## src/hw/rtl/rpf_pkg.sv

```systemverilog
// Shared types and constants of the relay pulse and flash controller.
`default_nettype none

package rpf_pkg;

  localparam int TIME_BITS_DEF = 24;
  localparam int DATA_W        = 32;
  localparam int ADDR_W        = 5;
  localparam int REG_IDX_W     = 3;

  typedef enum logic [1:0] {
    ACT_TICK   = 2'd0,
    ACT_SET    = 2'd1,
    ACT_TOGGLE = 2'd2,
    ACT_FLASH  = 2'd3
  } action_t;

  typedef enum logic [REG_IDX_W-1:0] {
    REG_PULSE_MS        = 3'd0,
    REG_BASE_STATE      = 3'd1,
    REG_RELAY_INVERT    = 3'd2,
    REG_FOLLOWER_ENABLE = 3'd3,
    REG_FOLLOWER_INVERT = 3'd4
  } reg_idx_t;

  typedef struct packed {
    logic base_state;
    logic relay_invert;
    logic follower_enable;
    logic follower_invert;
  } cfg_flags_t;

  typedef struct packed {
    logic pin_level;
    logic relay_on;
    logic follower_level;
    logic timer_active;
    logic flashing;
  } result_t;

endpackage : rpf_pkg

`default_nettype wire

```

## src/hw/rtl/rpf_cfg.sv

```systemverilog
// APB register file holding the pulse duration and the option flags.
`default_nettype none

module rpf_cfg #(
  parameter int TIME_BITS = rpf_pkg::TIME_BITS_DEF
) (
  input  wire logic                          clk,
  input  wire logic                          rst_n,
  input  wire logic                          psel,
  input  wire logic                          penable,
  input  wire logic                          pwrite,
  input  wire logic [rpf_pkg::ADDR_W-1:0]    paddr,
  input  wire logic [rpf_pkg::DATA_W-1:0]    pwdata,
  output logic      [rpf_pkg::DATA_W-1:0]    prdata,
  output logic                               pready,
  output logic      [TIME_BITS-1:0]          pulse_ms,
  output rpf_pkg::cfg_flags_t                flags
);

  logic [TIME_BITS-1:0]      pulse_ms_r;
  rpf_pkg::cfg_flags_t       flags_r;
  rpf_pkg::reg_idx_t         idx;
  logic                      wr_en;

  assign idx    = rpf_pkg::reg_idx_t'(paddr[rpf_pkg::ADDR_W-1:2]);
  assign wr_en  = psel && penable && pwrite;
  assign pready = 1'b1;

  always_ff @(posedge clk) begin
    if (!rst_n) begin
      pulse_ms_r <= '0;
      flags_r    <= '0;
    end else if (wr_en) begin
      case (idx)
        rpf_pkg::REG_PULSE_MS:        pulse_ms_r              <= pwdata[TIME_BITS-1:0];
        rpf_pkg::REG_BASE_STATE:      flags_r.base_state      <= pwdata[0];
        rpf_pkg::REG_RELAY_INVERT:    flags_r.relay_invert    <= pwdata[0];
        rpf_pkg::REG_FOLLOWER_ENABLE: flags_r.follower_enable <= pwdata[0];
        rpf_pkg::REG_FOLLOWER_INVERT: flags_r.follower_invert <= pwdata[0];
        default: ;
      endcase
    end
  end

  always_comb begin
    prdata = '0;
    case (idx)
      rpf_pkg::REG_PULSE_MS:        prdata[TIME_BITS-1:0] = pulse_ms_r;
      rpf_pkg::REG_BASE_STATE:      prdata[0] = flags_r.base_state;
      rpf_pkg::REG_RELAY_INVERT:    prdata[0] = flags_r.relay_invert;
      rpf_pkg::REG_FOLLOWER_ENABLE: prdata[0] = flags_r.follower_enable;
      rpf_pkg::REG_FOLLOWER_INVERT: prdata[0] = flags_r.follower_invert;
      default:                      prdata = '0;
    endcase
  end

  assign pulse_ms = pulse_ms_r;
  assign flags    = flags_r;

endmodule : rpf_cfg

`default_nettype wire

```

## src/hw/rtl/rpf_step.sv

```systemverilog
// Next-state and result logic for one request.
`default_nettype none

module rpf_step #(
  parameter int TIME_BITS = rpf_pkg::TIME_BITS_DEF
) (
  input  wire rpf_pkg::action_t       action,
  input  wire logic                   state_value,
  input  wire logic [TIME_BITS-1:0]   duration,
  input  wire logic [TIME_BITS-1:0]   pulse_ms,
  input  wire rpf_pkg::cfg_flags_t    flags,
  input  wire logic                   pin_cur,
  input  wire logic [TIME_BITS:0]     rest_rem_cur,
  input  wire logic                   rest_lvl_cur,
  input  wire logic [TIME_BITS-1:0]   fl_per_cur,
  input  wire logic [TIME_BITS+1:0]   fl_rem_cur,
  output logic                        pin_nxt,
  output logic      [TIME_BITS:0]     rest_rem_nxt,
  output logic                        rest_lvl_nxt,
  output logic      [TIME_BITS-1:0]   fl_per_nxt,
  output logic      [TIME_BITS+1:0]   fl_rem_nxt,
  output rpf_pkg::result_t            result
);

  // Drive a logical level and maybe arm the restore (shared by all commands).
  logic                 cmd_lvl;
  logic [TIME_BITS-1:0] cmd_dur;
  logic                 cmd_en;
  logic [TIME_BITS-1:0] eff_dur;
  logic                 pin_mid;
  logic [TIME_BITS:0]   rest_mid;
  logic [TIME_BITS+1:0] fl_dec;
  logic                 logical;

  assign eff_dur = (cmd_dur == '0) ? pulse_ms : cmd_dur;

  always_comb begin
    pin_mid    = pin_cur;
    rest_mid   = rest_rem_cur;
    fl_per_nxt = fl_per_cur;
    fl_rem_nxt = fl_rem_cur;
    fl_dec     = '0;
    cmd_en     = 1'b0;
    cmd_lvl    = 1'b0;
    cmd_dur    = duration;

    case (action)
      rpf_pkg::ACT_TICK: begin
        // Restore countdown first; it may drive the pin before the flash toggle.
        if (rest_rem_cur != '0) begin
          rest_mid = rest_rem_cur - 1'b1;
          if (rest_mid == '0) begin
            pin_mid = rest_lvl_cur ^ flags.relay_invert;
          end
        end
        if (fl_per_cur != '0) begin
          fl_dec = (fl_rem_cur != '0) ? fl_rem_cur - 1'b1 : fl_rem_cur;
          fl_rem_nxt = fl_dec;
          if (fl_dec == '0) begin
            cmd_en     = 1'b1;
            cmd_lvl    = ~(pin_mid ^ flags.relay_invert);
            cmd_dur    = fl_per_cur;
            fl_rem_nxt = {1'b0, fl_per_cur, 1'b1};
          end
        end
      end
      rpf_pkg::ACT_SET: begin
        fl_per_nxt = '0;
        cmd_en     = 1'b1;
        cmd_lvl    = state_value;
      end
      rpf_pkg::ACT_TOGGLE: begin
        fl_per_nxt = '0;
        cmd_en     = 1'b1;
        cmd_lvl    = ~(pin_cur ^ flags.relay_invert);
      end
      rpf_pkg::ACT_FLASH: begin
        if (duration == '0) begin
          fl_per_nxt = '0;
        end else begin
          fl_per_nxt = duration;
          fl_rem_nxt = {1'b0, duration, 1'b1};
          cmd_en     = 1'b1;
          cmd_lvl    = ~(pin_cur ^ flags.relay_invert);
        end
      end
      default: ;
    endcase

    pin_nxt      = pin_mid;
    rest_rem_nxt = rest_mid;
    rest_lvl_nxt = rest_lvl_cur;
    if (cmd_en) begin
      pin_nxt = cmd_lvl ^ flags.relay_invert;
      if (eff_dur != '0) begin
        rest_lvl_nxt = (pulse_ms != '0) ? flags.base_state : ~cmd_lvl;
        rest_rem_nxt = {1'b0, eff_dur} + 1'b1;
      end
    end
  end

  assign logical               = pin_nxt ^ flags.relay_invert;
  assign result.pin_level      = pin_nxt;
  assign result.relay_on       = logical;
  assign result.follower_level = flags.follower_enable & (logical ^ flags.follower_invert);
  assign result.timer_active   = (rest_rem_nxt != '0);
  assign result.flashing       = (fl_per_nxt != '0);

endmodule : rpf_step

`default_nettype wire

```

## src/hw/rtl/relay_pulse_flash_controller.sv

```systemverilog
// Top level of the relay pulse and flash controller.
`default_nettype none

// Channel   Direction  Handshake            Payload
// in_       request    in_valid / in_stall  in_action, in_state_value, in_duration
// out_      result     out_valid/out_stall  out_pin_level, out_relay_on,
//                                           out_follower_level, out_timer_active,
//                                           out_flashing
// cfg       APB write  psel/penable/pready  paddr, pwdata, prdata
//
// For every request, the state update and the result are
// computed in one pass of rpf_step and captured at the accepting edge.
// A request is accepted in every cycle unless a result is waiting in the
// output register and the receiver stalls it.
// The synchronous reset clears the relay state, both countdowns, flash mode,
// all configuration registers and the output valid flag.
// The result shows the state after its request; a tick handles the momentary
// restore before the flash countdown, so both may act in the same millisecond.

module relay_pulse_flash_controller #(
  parameter int TIME_BITS = rpf_pkg::TIME_BITS_DEF
) (
  input  wire logic                        clk,
  input  wire logic                        rst_n,
  // request channel
  input  wire logic                        in_valid,
  output logic                             in_stall,
  input  wire logic [1:0]                  in_action,
  input  wire logic                        in_state_value,
  input  wire logic [TIME_BITS-1:0]        in_duration,
  // result channel
  output logic                             out_valid,
  input  wire logic                        out_stall,
  output logic                             out_pin_level,
  output logic                             out_relay_on,
  output logic                             out_follower_level,
  output logic                             out_timer_active,
  output logic                             out_flashing,
  // configuration port
  input  wire logic                        psel,
  input  wire logic                        penable,
  input  wire logic                        pwrite,
  input  wire logic [rpf_pkg::ADDR_W-1:0]  paddr,
  input  wire logic [rpf_pkg::DATA_W-1:0]  pwdata,
  output logic      [rpf_pkg::DATA_W-1:0]  prdata,
  output logic                             pready
);

  logic [TIME_BITS-1:0]  pulse_ms;
  rpf_pkg::cfg_flags_t   flags;

  // Relay state.
  logic                  pin_r, pin_nxt;
  logic [TIME_BITS:0]    rest_rem_r, rest_rem_nxt;
  logic                  rest_lvl_r, rest_lvl_nxt;
  logic [TIME_BITS-1:0]  fl_per_r, fl_per_nxt;
  logic [TIME_BITS+1:0]  fl_rem_r, fl_rem_nxt;

  // Output register.
  logic                  out_valid_r;
  rpf_pkg::result_t      res_r, res_nxt;

  logic                  in_acc;

  rpf_cfg #(
    .TIME_BITS (TIME_BITS)
  ) u_cfg (
    .clk      (clk),
    .rst_n    (rst_n),
    .psel     (psel),
    .penable  (penable),
    .pwrite   (pwrite),
    .paddr    (paddr),
    .pwdata   (pwdata),
    .prdata   (prdata),
    .pready   (pready),
    .pulse_ms (pulse_ms),
    .flags    (flags)
  );

  rpf_step #(
    .TIME_BITS (TIME_BITS)
  ) u_step (
    .action       (rpf_pkg::action_t'(in_action)),
    .state_value  (in_state_value),
    .duration     (in_duration),
    .pulse_ms     (pulse_ms),
    .flags        (flags),
    .pin_cur      (pin_r),
    .rest_rem_cur (rest_rem_r),
    .rest_lvl_cur (rest_lvl_r),
    .fl_per_cur   (fl_per_r),
    .fl_rem_cur   (fl_rem_r),
    .pin_nxt      (pin_nxt),
    .rest_rem_nxt (rest_rem_nxt),
    .rest_lvl_nxt (rest_lvl_nxt),
    .fl_per_nxt   (fl_per_nxt),
    .fl_rem_nxt   (fl_rem_nxt),
    .result       (res_nxt)
  );

  // The output register is the only buffer; it frees up as soon as the
  // waiting result is taken, so a new request can enter in the same cycle.
  assign in_stall = out_valid_r && out_stall;
  assign in_acc   = in_valid && !in_stall;

  always_ff @(posedge clk) begin
    if (!rst_n) begin
      pin_r      <= 1'b0;
      rest_rem_r <= '0;
      rest_lvl_r <= 1'b0;
      fl_per_r   <= '0;
      fl_rem_r   <= '0;
    end else if (in_acc) begin
      pin_r      <= pin_nxt;
      rest_rem_r <= rest_rem_nxt;
      rest_lvl_r <= rest_lvl_nxt;
      fl_per_r   <= fl_per_nxt;
      fl_rem_r   <= fl_rem_nxt;
    end
  end

  always_ff @(posedge clk) begin
    if (!rst_n) begin
      out_valid_r <= 1'b0;
    end else if (in_acc) begin
      out_valid_r <= 1'b1;
    end else if (!out_stall) begin
      out_valid_r <= 1'b0;
    end
  end

  always_ff @(posedge clk) begin
    if (in_acc) begin
      res_r <= res_nxt;
    end
  end

  assign out_valid          = out_valid_r;
  assign out_pin_level      = res_r.pin_level;
  assign out_relay_on       = res_r.relay_on;
  assign out_follower_level = res_r.follower_level;
  assign out_timer_active   = res_r.timer_active;
  assign out_flashing       = res_r.flashing;

  // While flashing, the flash countdown is reloaded before it can sit at zero.
  a_flash_count_live: assert property (@(posedge clk) disable iff (!rst_n)
    (fl_per_r != '0) |-> (fl_rem_r != '0))
    else $error("flash running with empty countdown");

  // Every accepted request shows up as a pending result at the next edge.
  a_accept_gives_result: assert property (@(posedge clk) disable iff (!rst_n)
    in_acc |=> out_valid_r)
    else $error("accepted request produced no result");

  // The reported timer and flash flags match the state that was stored.
  a_result_matches_state: assert property (@(posedge clk) disable iff (!rst_n)
    in_acc |=> ((out_timer_active == (rest_rem_r != '0))
                && (out_flashing == (fl_per_r != '0))))
    else $error("result flags disagree with stored state");

endmodule : relay_pulse_flash_controller

`default_nettype wire

```

## config.mk

```make
export PLATFORM = sky130hd
export DESIGN_NAME = relay_pulse_flash_controller
export DESIGN_NICKNAME = d
export VERILOG_FILES = /design/src/hw/rtl/rpf_pkg.sv /design/src/hw/rtl/rpf_cfg.sv /design/src/hw/rtl/rpf_step.sv /design/src/hw/rtl/relay_pulse_flash_controller.sv
export SDC_FILE = /design/constraint.sdc
export NUM_CORES = 1
export LEC_CHECK = 0
export BUFFER_PORTS_ARGS = -buffer_cell sky130_fd_sc_hd__buf_2
export CORE_MARGIN = 4
export CORE_UTILIZATION = 56
export CTS_BUF_LIST = sky130_fd_sc_hd__clkbuf_8
export CTS_CLUSTER_DIAMETER = 120
export DETAILED_ROUTE_END_ITERATION = 12
export GPL_ROUTABILITY_DRIVEN = 0
export GPL_TIMING_DRIVEN = 1
export PLACE_DENSITY_LB_ADDON = 0.05
export SLEW_MARGIN = 10
export SYNTH_ARGS = -nofsm -noshare
export SYNTH_HDL_FRONTEND = slang
export SYNTH_HIERARCHICAL = 1
export SYNTH_SLANG_ARGS = --single-unit
```

## constraint.sdc

```tcl
create_clock -name clk -period 6.07 [get_ports clk]
set_input_delay 0.9105 -clock clk [delete_from_list [all_inputs] [get_ports clk]]
set_output_delay 0.9105 -clock clk [all_outputs]
set_load 0.05 [all_outputs]
```

Yosys cells after proc, flatten, opt, wreduce, memory -nomap -nowiden
Index checks and enable logic that the tools add are counted.

Add/sub/neg operators: 3. Multiplexer cells: 33. Bitwise logic cells: 10. Equal/unequal tests: 10. Reductions and logical operators: 27.

Operators by type and width (count): $mux 24 (5); $mux 26 (4); $mux 25 (4); $reduce_bool 24->1 (4); $pmux 26 s2 (1); $reduce_bool 25->1 (2); $logic_not 24->1 (2); $pmux 24 s2 (1); $logic_not 26->1 (1); $reduce_bool 26->1 (1); $sub 26x1->26 const B (1); $add 24x1->25 const B (1); $logic_not 25->1 (1); $sub 25x1->25 const B (1); $mux 23 (1); $mux 1 (14); $reduce_and 2->1 (5); $eq 3x2->1 const B (2); $xor 1x1->1 (6); $pmux 1 s5 (1); $eq 2x2->1 const B (2); $logic_and 1x1->1 (4); $ne 2x1->1 const B (2); $pmux 1 s4 (1); 14 further kinds (16).

Register bits: 111. Output and inout port bits: 40. Input bits: 71. Word-level logic and storage cells: 99.

Longest topological paths before layout
Depth in word-level cells: 15. Gate-level depth with buffers: 28. Depth with buffers taken out: 20.

Cells and area by module
The synthesis kept the hierarchy.

Modules (own cells, without submodules): rpf_step (seq. area each 0.0 µm², times used 1, area each 5232.5 µm², cells each 900); relay_pulse_flash_controller (seq. area each 1711.6 µm², times used 1, area each 3244.4 µm², cells each 343); rpf_cfg (seq. area each 560.5 µm², times used 1, area each 1436.4 µm², cells each 169).

Worst setup path after synthesis
Ideal clock, no wire load.

Path kind: reg-to-reg. Start point: register fl_rem_r[0]. End point: register res_r (netlist bit out_timer_active), data pin. Library setup time: 0.271 ns. Data arrival time: 5.834 ns. Path buffers: 6. Period minus slack after synthesis: 6.106 ns. Cell stages (with the launch flop): 27. Path slack: -0.036 ns. Required time: 5.799 ns. Cells stage by stage: dfxtp_1 > buf_6 > inv_1 > ha_1 > or4b_2 > or4_1 > xor2_1 > a31oi_1 > a31oi_2 > nand3_1 > or2_1 > clkbuf_1 > buf_1 > clkbuf_1 > clkbuf_1 > nor2_1 > a21oi_1 > ha_1 > o21ai_0 > a21oi_1 > or3b_1 > clkbuf_1 > nor3_1 > xor2_1 > o21ai_0 > nor4_1 > nand4b_1.

RTL lines: start, declared (RTL line relay_pulse_flash_controller.sv:57) `logic [TIME_BITS+1:0] fl_rem_r, fl_rem_nxt;`; start signal, assigned (RTL line relay_pulse_flash_controller.sv:119) `fl_rem_r <= fl_rem_nxt;`; end signal, assigned (RTL line relay_pulse_flash_controller.sv:135) `res_r <= res_nxt;`; end, declared (RTL line relay_pulse_flash_controller.sv:61) `rpf_pkg::result_t res_r, res_nxt;`.

==> impl_metrics.env <==
export IMPL_outcome="finished clean"
export IMPL_port_buffers=91
export IMPL_hold_buffers=0
export IMPL_tightest_slew_ns=1.11
export IMPL_nFillCells=1677
export IMPL_multi_input_area_mm2=0.00701
export IMPL_diodes=0
export IMPL_max_freq_ghz=0.176
export IMPL_synthArstFlopShare_pct=0
export IMPL_path_cells="inv_1, ha_1, or4b_2, or4_1, xor2_1, a31oi_1, a31oi_2, nand3_1, or2_1, a21oi_1, ha_1, o21ai_0, a21oi_1, or3b_4, nor3_1, xor2_1, o21ai_0, nor4_1, nand4b_1"
export IMPL_syn_inst=1412
export IMPL_end_kind="flop"
export IMPL_seqCellArea_mm2=0.00227
export IMPL_htreeDepth=3
export IMPL_netlist_area_mm2=0.00991
export IMPL_cpPeakStageDelay_ns=0.67
export IMPL_p_seq_share_pct=39.2
export IMPL_clk_latency_ns=0.40
export IMPL_dp_hpwl_um=24100
export IMPL_power_density_mw_per_mm2=202
export IMPL_start_util_pct=57.3
export IMPL_via_per_inst=6.36
export IMPL_cp_arrival_ns=5.80
export IMPL_critPathRequiredTime_ns=6.18
export IMPL_ys_ff_latch=111
export IMPL_yosys_warnings=6
export IMPL_synth_enable_flop_cells=5
export IMPL_io_pins=111
export IMPL_synth_distinct_cells=77
export IMPL_critPathLaunchType="flop"
export IMPL_dr_pass1_iters=8
export IMPL_finalHoldViolCount=0
export IMPL_cts_tree="yes"
export IMPL_cts_buffers=9
export IMPL_final_setup_viol_count=0
export IMPL_tns_ns=0
export IMPL_die_w_um=141
export IMPL_p_clk_share_pct=20.9
export IMPL_antenna_found_initial=0
export IMPL_final_nets=1523
export IMPL_min_path_type="reg2reg"
export IMPL_stdcell_count=1671
export IMPL_rows=48
export IMPL_cts_sinks=111
export IMPL_clk_pin_slew_ns=0.10
export IMPL_finalMaxSlewViolations=0
export IMPL_grt_usage_pct=32.4
export IMPL_drive_above_1_share_pct=11.4
export IMPL_synth_ff_type="dfxtp_1"
export IMPL_yosysSeqAreaShare_pct=22.9
export IMPL_sw_frac_of_total_pct=41.6
export IMPL_wl_per_cell_um=19.7
export IMPL_irDropWorstVdd_mv=0.161
export IMPL_syn_area_per_cell_um2=7.02
export IMPL_area_growth_pct=6.89
export IMPL_placedCellCount=1655
export IMPL_setup_ws_ns=0.381
export IMPL_dieArea_mm2=0.0199
export IMPL_fin_skew_ns=0.0178
export IMPL_period_needed_ns=5.69
export IMPL_die_h_um=141
export IMPL_drc=0
export IMPL_slowest_stage="or4b_2"
export IMPL_path_max_fanout=10
export IMPL_grt_max_degree=148
export IMPL_switching_power_mw=0.889
export IMPL_vias=10600
export IMPL_drt_wl_total_um=32900
export IMPL_post_place_ws_ns=0.440
export IMPL_cap_violations=0
export IMPL_fin_crit_sh_pct=93.7
export IMPL_p_comb_share_pct=39.9
export IMPL_antenna_left=0
export IMPL_drt_iter0_markers=1574
export IMPL_root_buffer="clkbuf_8"
export IMPL_intPower_mw=1.25
export IMPL_coreArea_mm2=0.0173
export IMPL_clockBufferDepth=2
export IMPL_first_global_vias=9552
export IMPL_path_class="reg2reg"
export IMPL_gr_total_overflow=0
export IMPL_r2r_setup_slack_ns=0.38
export IMPL_worst_slew_margin_rel_pct=25.7
export IMPL_grt_pass1_wl_um=52200
export IMPL_p_leak_nw=4.17
export IMPL_rsz0062_at_grt="false"
[metal layers]
metal  track usage, %  wire [µm]
met1             48.5      14700
met3             5.09       3470
met4             8.98        854
met5                0          0
met2             48.0      13900
[synthesized netlist by cell type, types with 11 or more instances]
master    number  share of area (%)
nor2_1       109                4.1
nor3_1        36                1.8
xnor2_1       41                3.6
xor2_1        25                2.2
nand2_1      308                 12
o21ai_0       85                4.3
and2_1        26                1.6
and3_1        15               0.95
a31oi_1       11               0.69
mux2i_1      128                 13
a22o_1        13                1.1
inv_1         34                1.3
dfxtp_1      106                 21
or4_1         16                1.2
buf_4         16                1.2
nand3_1       34                1.7
a211oi_1      12               0.91
ha_1          11                1.4
a21oi_1       80                4.0
clkbuf_1      79                3.0
nor4_1        51                3.2
[metrics by stage]
step	cell area, µm²	hold WS [ns]	utilization (%)	power [mW]
CTS	10600	0.485	61.2	2.12
global route	10600	0.512	61.3	2.26
detailed placement	10400	0.468	60.2	1.67
global placement	10400	0.458	60.2	1.67
floorplan	9940	0.434	-	1.47
finish	10600	0.486	61.3	2.14
[cell families (layout without fill, tap and decap cells)]
group                    after synthesis  after routing  synth area share (%)
AND/OR/NAND/NOR                      669            669                  32.5
AO/OA/AOI/OAI                        273            273                  17.0
buffers and inverters                148            175                  6.97
multiplexers                         132            132                  13.4
flip-flops                           111            111                  22.9
XOR/XNOR                              66             66                  5.83
adder cells (fa/ha/maj)               11             11                  1.39
other                                  2              9                0.0758
[cells in the final DEF (no fill, tap or decap), drive strengths merged, types with 6 or more instances in the layout]
master / Yosys / layout
nand4: 10 / 10
nor4b: 9 / 9
nand2: 308 / 308
and3: 15 / 15
a22oi: 6 / 6
or4: 17 / 17
a21oi: 80 / 80
o211ai: 7 / 7
clkbuf: 79 / 10
a21o: 7 / 7
and2: 26 / 26
o21ai: 88 / 88
dfxtp: 106 / 106
a31oi: 12 / 12
xnor2: 41 / 41
nand3: 35 / 35
xor2: 25 / 25
buf: 34 / 124
mux2i: 128 / 128
clkinv: 1 / 6
conb: 2 / 9
o31ai: 8 / 8
ha: 11 / 11
or2: 7 / 7
nor3: 37 / 37
nor2: 109 / 109
inv: 34 / 35
nor4: 54 / 54
or3: 7 / 7
a22o: 13 / 13
a211oi: 13 / 13
[power groups by stage]
stage	logic (mW)	registers, mW	clock network (mW)
after floorplan	0.641	0.827	0
after global placement	0.816	0.850	0
after detailed placement	0.821	0.851	0
after CTS	0.827	0.835	0.458
after global routing	0.930	0.844	0.485
final	0.853	0.837	0.447
[flip-flops by register name, summed over array words and instances, names as in the netlist, 4 cells and up]
register        count
rest_rem_r         25
u_cfg/flags         4
u_cfg/pulse_ms     24
fl_rem_r           26
fl_per_r           24
[path summary, 6_finish.rpt]
path                               start  cells past startpoint                          end
min          rest_rem_r[14]$_SDFFE_PN0P_                      2  rest_rem_r[14]$_SDFFE_PN0P_
max             fl_rem_r[0]$_SDFFE_PN0P_                     19   out_timer_active$_DFFE_PP_
max reg2reg     fl_rem_r[0]$_SDFFE_PN0P_                     19   out_timer_active$_DFFE_PP_
min reg2reg  rest_rem_r[14]$_SDFFE_PN0P_                      2  rest_rem_r[14]$_SDFFE_PN0P_
[timing repair]
action | 4_1_cts | 5_1_grt
gates resized for setup | 0 | 2
setup endpoints to repair | 0 | 1
buffers inserted | 0 | 0
[layout make-up]
class / count / area share, %
Tap cell: 225 / 2.66
Multi-Input combinational cell: 1160 / 66.1
Clock inverter: 6 / 0.425
Clock buffer: 10 / 1.30
Timing Repair Buffer: 124 / 6.81
Inverter: 35 / 1.24
Sequential cell: 111 / 21.4
[critical path, delay by kind of cell (launching register included)]
| kind | cells | cell delay (ns) |
|---|---|---|
| AOI/OAI and AO/OA | 6 | 1.00 |
| xor gates and xnor gates | 2 | 0.44 |
| adders and majority gates | 2 | 0.52 |
| buffers and inverters | 1 | 0.14 |
| DFF | 1 | 0.42 |
| and+or+nand+nor | 8 | 2.88 |
Note: power is estimated with default switching activity, not from simulation.
